===== config.mk =====
export PLATFORM = sky130hd
export DESIGN_NAME = tcw_controller
export DESIGN_NICKNAME = d
export VERILOG_FILES = /design/src/hw/rtl/tcw_pkg.sv /design/src/hw/rtl/tcw_controller.sv
export SDC_FILE = /design/constraint.sdc
export NUM_CORES = 1
export LEC_CHECK = 0
export BUFFER_PORTS_ARGS = -buffer_cell sky130_fd_sc_hd__buf_4
export CAP_MARGIN = 20
export CORE_UTILIZATION = 45
export CTS_BUF_LIST = sky130_fd_sc_hd__clkbuf_8
export DETAILED_ROUTE_END_ITERATION = 16
export PLACE_DENSITY = 0.78
export SLEW_MARGIN = 20
export SYNTH_ARGS = -nofsm -noshare
export SYNTH_HDL_FRONTEND = slang
export SYNTH_SLANG_ARGS = --single-unit
export TNS_END_PERCENT = 10

===== constraint.sdc =====
create_clock -name aclk -period 2.55 [get_ports aclk]
set_input_delay 0.255 -clock aclk [delete_from_list [all_inputs] [get_ports aclk]]
set_output_delay 0.255 -clock aclk [all_outputs]
set_load 0.005 [all_outputs]

===== src/hw/rtl/tcw_pkg.sv =====
// shared types and constants for the text terminal cell writer
package tcw_pkg;

    // item field widths
    localparam int CHAR_W      = 8;
    localparam int COLOR_W     = 8;
    localparam int ROW_FIELD_W = 7;
    localparam int COL_FIELD_W = 7;
    localparam int S_TDATA_W   = 32;
    localparam int M_TDATA_W   = 32;
    localparam int CELL_W      = CHAR_W + COLOR_W;

    // control characters
    localparam logic [CHAR_W-1:0] CHAR_BACKSPACE = 8'd8;
    localparam logic [CHAR_W-1:0] CHAR_NEWLINE   = 8'd10;
    localparam logic [CHAR_W-1:0] CHAR_RETURN    = 8'd13;
    localparam logic [CHAR_W-1:0] CHAR_SPACE     = 8'd32;

    // tuser code for the kind of input item
    localparam logic FUNC_PUT  = 1'b0;
    localparam logic FUNC_READ = 1'b1;

    // controller states
    typedef enum logic [3:0] {
        ST_INIT,
        ST_IDLE,
        ST_DECODE,
        ST_PHYS,
        ST_MULT,
        ST_ACCESS,
        ST_SCROLL_PHYS,
        ST_SCROLL_MULT,
        ST_SCROLL_CLEAR,
        ST_DONE
    } state_t;

    // decoded kind of the held item
    typedef enum logic [2:0] {
        OP_READ,
        OP_NEWLINE,
        OP_RETURN,
        OP_BACKSPACE,
        OP_PRINT
    } op_t;

    // source of the logical row for address generation
    typedef enum logic [1:0] {
        ROW_READ,
        ROW_CURSOR,
        ROW_BOTTOM
    } row_src_t;

    // cell store access
    typedef enum logic [2:0] {
        MEM_NONE,
        MEM_INIT,
        MEM_CLEAR_ROW,
        MEM_WRITE_CHAR,
        MEM_WRITE_BLANK,
        MEM_READ
    } mem_op_t;

    // controller to datapath commands
    typedef struct packed {
        logic     load_item;
        logic     cursor_x_clr;
        logic     cursor_x_inc;
        logic     cursor_x_dec;
        logic     cursor_y_inc;
        logic     scroll;
        row_src_t row_src;
        logic     phys_load;
        logic     addr_load;
        logic     sweep_clr;
        logic     sweep_inc;
        mem_op_t  mem_op;
        logic     out_load;
    } cmd_t;

    // datapath to controller status
    typedef struct packed {
        op_t  op;
        logic x_zero;
        logic x_full;
        logic y_last;
        logic read_in_range;
        logic sweep_cell_last;
        logic sweep_col_last;
        logic out_free;
    } status_t;

endpackage


===== src/hw/rtl/tcw_controller.sv =====
// sequencing state machine of the text terminal cell writer
module tcw_controller (
    input  logic            aclk,
    input  logic            aresetn,
    input  logic            s_tvalid,
    output logic            s_tready,
    input  tcw_pkg::status_t status,
    output tcw_pkg::cmd_t   cmd
);
    import tcw_pkg::*;

    state_t state_reg;
    state_t state_next;

    // state register
    always_ff @(posedge aclk) begin
        if (!aresetn) begin
            state_reg <= ST_INIT;
        end else begin
            state_reg <= state_next;
        end
    end

    // next state
    always_comb begin
        state_next = state_reg;
        unique case (state_reg)
            ST_INIT: begin
                if (status.sweep_cell_last) state_next = ST_IDLE;
            end
            ST_IDLE: begin
                if (s_tvalid) state_next = ST_DECODE;
            end
            ST_DECODE: begin
                unique case (status.op)
                    OP_READ:      state_next = status.read_in_range ? ST_PHYS : ST_DONE;
                    OP_NEWLINE:   state_next = status.y_last ? ST_SCROLL_PHYS : ST_DONE;
                    OP_RETURN:    state_next = ST_DONE;
                    OP_BACKSPACE: state_next = status.x_zero ? ST_DONE : ST_PHYS;
                    OP_PRINT: begin
                        state_next = (status.x_full && status.y_last) ? ST_SCROLL_PHYS
                                                                       : ST_PHYS;
                    end
                    default:      state_next = ST_DONE;
                endcase
            end
            ST_PHYS:        state_next = ST_MULT;
            ST_MULT:        state_next = ST_ACCESS;
            ST_ACCESS:      state_next = ST_DONE;
            ST_SCROLL_PHYS: state_next = ST_SCROLL_MULT;
            ST_SCROLL_MULT: state_next = ST_SCROLL_CLEAR;
            ST_SCROLL_CLEAR: begin
                if (status.sweep_col_last) begin
                    state_next = (status.op == OP_PRINT) ? ST_PHYS : ST_DONE;
                end
            end
            ST_DONE: begin
                if (status.out_free) state_next = ST_IDLE;
            end
            default:        state_next = ST_INIT;
        endcase
    end

    // command outputs
    always_comb begin
        cmd      = '0;
        cmd.row_src = ROW_CURSOR;
        cmd.mem_op  = MEM_NONE;
        s_tready = 1'b0;
        unique case (state_reg)
            ST_INIT: begin
                cmd.mem_op    = MEM_INIT;
                cmd.sweep_inc = 1'b1;
            end
            ST_IDLE: begin
                s_tready      = 1'b1;
                cmd.load_item = s_tvalid;
            end
            ST_DECODE: begin
                unique case (status.op)
                    OP_NEWLINE: begin
                        if (status.y_last) begin
                            cmd.scroll = 1'b1;
                        end else begin
                            cmd.cursor_x_clr = 1'b1;
                            cmd.cursor_y_inc = 1'b1;
                        end
                    end
                    OP_RETURN: begin
                        cmd.cursor_x_clr = 1'b1;
                    end
                    OP_BACKSPACE: begin
                        cmd.cursor_x_dec = !status.x_zero;
                    end
                    OP_PRINT: begin
                        if (status.x_full) begin
                            if (status.y_last) begin
                                cmd.scroll = 1'b1;
                            end else begin
                                cmd.cursor_x_clr = 1'b1;
                                cmd.cursor_y_inc = 1'b1;
                            end
                        end
                    end
                    default: begin
                    end
                endcase
            end
            ST_PHYS: begin
                cmd.row_src   = (status.op == OP_READ) ? ROW_READ : ROW_CURSOR;
                cmd.phys_load = 1'b1;
            end
            ST_MULT: begin
                cmd.addr_load = 1'b1;
            end
            ST_ACCESS: begin
                unique case (status.op)
                    OP_READ:      cmd.mem_op = MEM_READ;
                    OP_BACKSPACE: cmd.mem_op = MEM_WRITE_BLANK;
                    OP_PRINT: begin
                        cmd.mem_op       = MEM_WRITE_CHAR;
                        cmd.cursor_x_inc = 1'b1;
                    end
                    default:      cmd.mem_op = MEM_NONE;
                endcase
            end
            ST_SCROLL_PHYS: begin
                cmd.row_src   = ROW_BOTTOM;
                cmd.phys_load = 1'b1;
            end
            ST_SCROLL_MULT: begin
                cmd.addr_load = 1'b1;
                cmd.sweep_clr = 1'b1;
            end
            ST_SCROLL_CLEAR: begin
                cmd.mem_op    = MEM_CLEAR_ROW;
                cmd.sweep_inc = 1'b1;
            end
            ST_DONE: begin
                cmd.out_load = status.out_free;
            end
            default: begin
            end
        endcase
    end

endmodule


==> results by group <==
Logic synthesis
  • FFs w/ async S/R, synth: 0
  • Synth top cells by count: nor2_1 (9), nand2_1 (6), a21oi_1 (5), nor2b_1 (5)
  • Leading area contributor after synthesis: dfxtp_1
  • Main synth FF type: dfxtp_1
  • Area share of the largest cell type after synthesis: 0.125
  • Syn nets: 100
  • Mapped Avg Cell Area: 7.38 sq um
  • Seq/Total Area, Yosys: 0.125
  • Leading post-synthesis cells by cell area: dfxtp_1 (12%), nor2_1 (5.3%), nor2b_1 (4.9%)
  • Synth Instances: 87
  • Most common cell in the netlist: nor2_1
  • Synth Cell Area: around 640 sq um
  • Synth unique cells: 44
  • YS warnings: 0
  • Post-synth EDFFs: 0
  • #FFs+latches synth: 4

Timing
  • Max-slew violations: 0
  • Period utilisation layout: 0.826
  • Worst-Margin Slew: 0.747 ns
  • Hold_ws: 0.285 ns
  • Max Clock Freq: 475 MHz
  • Endpoints failing hold: 0
  • Final setup viols: 0
  • Worst slew margin: 0.502
  • Setup TNS Final: 0 ns
  • Worst Skew: around 0.0038 ns
  • Final setup margin: 0.445 ns
  • RSZ-0062 raised after global routing: false
  • Final period demand of the worst path: about 2.1 ns

Clock network
  • PostCTS Resize Cnt: 0
  • Root Buffer: clkbuf_8
  • CTS Sinks: 4
  • Post-CTS Setup Inserts: 0
  • Max H-tree Level: 1
  • CTS tree: done
  • Worst-Skew Late Latency: approximately 0.21 ns
  • TritonCTS Buffers: 3
  • Clk buf depth: 2
  • Clk pin slew, worst setup/hold paths: around 0.03 ns
  • Hold Buf Count CTS: 0

Detailed routing
  • DR WL/cell: 12.7 microns
  • Routed Antenna Nets: 0
  • Drt pass-1 iters: 4
  • DRC viols: 0
  • Post-DR vias/cell: 5.76
  • Via count: 731
  • Routed wire length: 1620 microns
  • DRT iter0 DRCs: 28

Global routing
  • Number of global-route vias before repair: 570
  • Largest net degree at the start of global routing: 23
  • GRT Residual Overflow: 0
  • Global-route wire length before repair: 2450 microns
  • Initial antenna violation count: 0
  • Tot GR Track Use: 0.228

Power and ir drop
  • Switch Pwr: 306 uW
  • Tot Pwr: 712 uW
  • Leak: ~0.37 nW
  • PwrDens: around 810 mW/mm^2
  • Switching share of power: 0.429
  • Seq pwr share: 0.231
  • Int Pwr: 406 uW
  • Clock power share: 0.181
  • Comb pwr share: 0.588
  • Worst VDD drop: 0.562 mV

Cells and area
  • Ant diodes: 0
  • Nets: 127
  • Max FFs per register: 4
  • Area delta synth->final: 36.1%
  • Layout cells sized above 1: 0.375

Setup path
  • CP required: 2.30 ns
  • CP Capture Type: primary output
  • CP peak stage delay: approximately 0.53 ns
  • Critical path fanouts, max: 22
  • CP max stage cell: dfxtp_1
  • CP startpoint: state_reg[3]$_SDFFE_PN0P_
  • R2R Path Start: state_reg[3]$_SDFFE_PN0P_
  • Crit path DAT: 1.85 ns
  • Critical-path cell list: nand2b_1 > or3b_1 > nor2_1 > a21o_1 > buf_4
  • Kind of critical path: register to primary output
  • Crit start category: register

Floorplan
  • Die width: ~40 microns
  • Die area: roughly 0.0016 sq mm
  • Core area: 0.00132 sq mm
  • Num ports: 30
  • Initial Utilization: 0.487
  • Die span in y: 39.8 microns
  • Row Count: 13

Placed design
  • Dpl ws: 0.690 ns
  • Final Wtd Congestion: 0.810
  • HPWL Detailed: 1220 microns
  • Port Buffers: 29

Min path
  • Min-delay src: aresetn
  • Worst Hold Class: primary input to register

Status
  • Outcome: complete, no violations

Job
  • Max Cap Viol: 0
==> power by group through the flow <==
stage,sequential (mW),clock (mW),combinational [mW]
2_1_floorplan,0.101,0,0.365
3_3_place_gp,0.162,0,0.412
3_5_place_dp,0.162,0,0.415
4_1_cts,0.161,0.133,0.418
5_1_grt,0.172,0.143,0.455
6_report,0.164,0.129,0.419
==> worst paths after layout <==
kind | cells past startpoint | slack, ns | to
worst max-delay path | 5 | 0.44 | cmd[2]
worst min-delay path | 2 | 0.28 | state_reg[2]$_SDFFE_PN0P_
worst max register to register | 4 | 0.86 | state_reg[0]$_SDFFE_PN0P_
worst min register to register | 4 | 0.77 | state_reg[0]$_SDFFE_PN0P_
==> metal layers <==
| layer | GRT usage | wire length [microns] | part of all wire |
|---|---|---|---|
| met4 | 0 | 0 | 0 |
| met1 | 0.282 | 716 | 0.44 |
| met5 | 0 | 0 | 0 |
| met2 | 0.414 | 807 | 0.50 |
| met3 | 0.0568 | 93 | 0.057 |
==> cell usage in the layout, fill, tap and decap left out, types with 2 or more instances in the layout <==
master     n
buf_4     30
nor2_1     9
nand2_1    6
nor2b_1    5
a21oi_1    5
nand2b_1   4
dfxtp_1    4
nor3_1     3
o21ai_0    3
clkbuf_8   3
o21ai_2    2
nor3b_1    2
o31ai_1    2
nand3b_1   2
or3b_1     2
xor2_1     2
a21o_1     2
inv_1      2
==> kinds of logic (layout without fill, tap and decap cells) <==
| logic type | count (synthesis) | count (layout) | share of synthesized area |
|---|---|---|---|
| buffers and inverters | 10 | 35 | 0.0955 |
| xor gates and xnor gates | 3 | 3 | 0.0409 |
| and+or+nand+nor | 42 | 42 | 0.405 |
| AOI/OAI and AO/OA | 28 | 28 | 0.333 |
| DFF | 4 | 4 | 0.125 |
==> stage by stage <==
stage                util  std cells  cell area (sq um)
global route        0.663        127                873
global placement    0.632        124                832
CTS                 0.663        127                873
floorplan               -         87                642
finish              0.663        127                873
detailed placement  0.632        124                832
==> area by class of cell <==
class | count | area [sq um]
Clock buffer | 3 | 41.3
Fill cell | 125 | 444
Inverter | 2 | 7.51
Multi-Input combinational cell | 73 | 500
Sequential cell | 4 | 80.1
Tap cell | 15 | 18.8
Timing Repair Buffer | 30 | 225
==> critical path, delay by kind of cell, from the launching register on <==
family | cells | cell delay [ns]
compound gates | 1 | 0.10
simple gates | 3 | 0.90
flops | 1 | 0.53
buf+inv | 1 | 0.10
(Power assumes the default switching activity.)
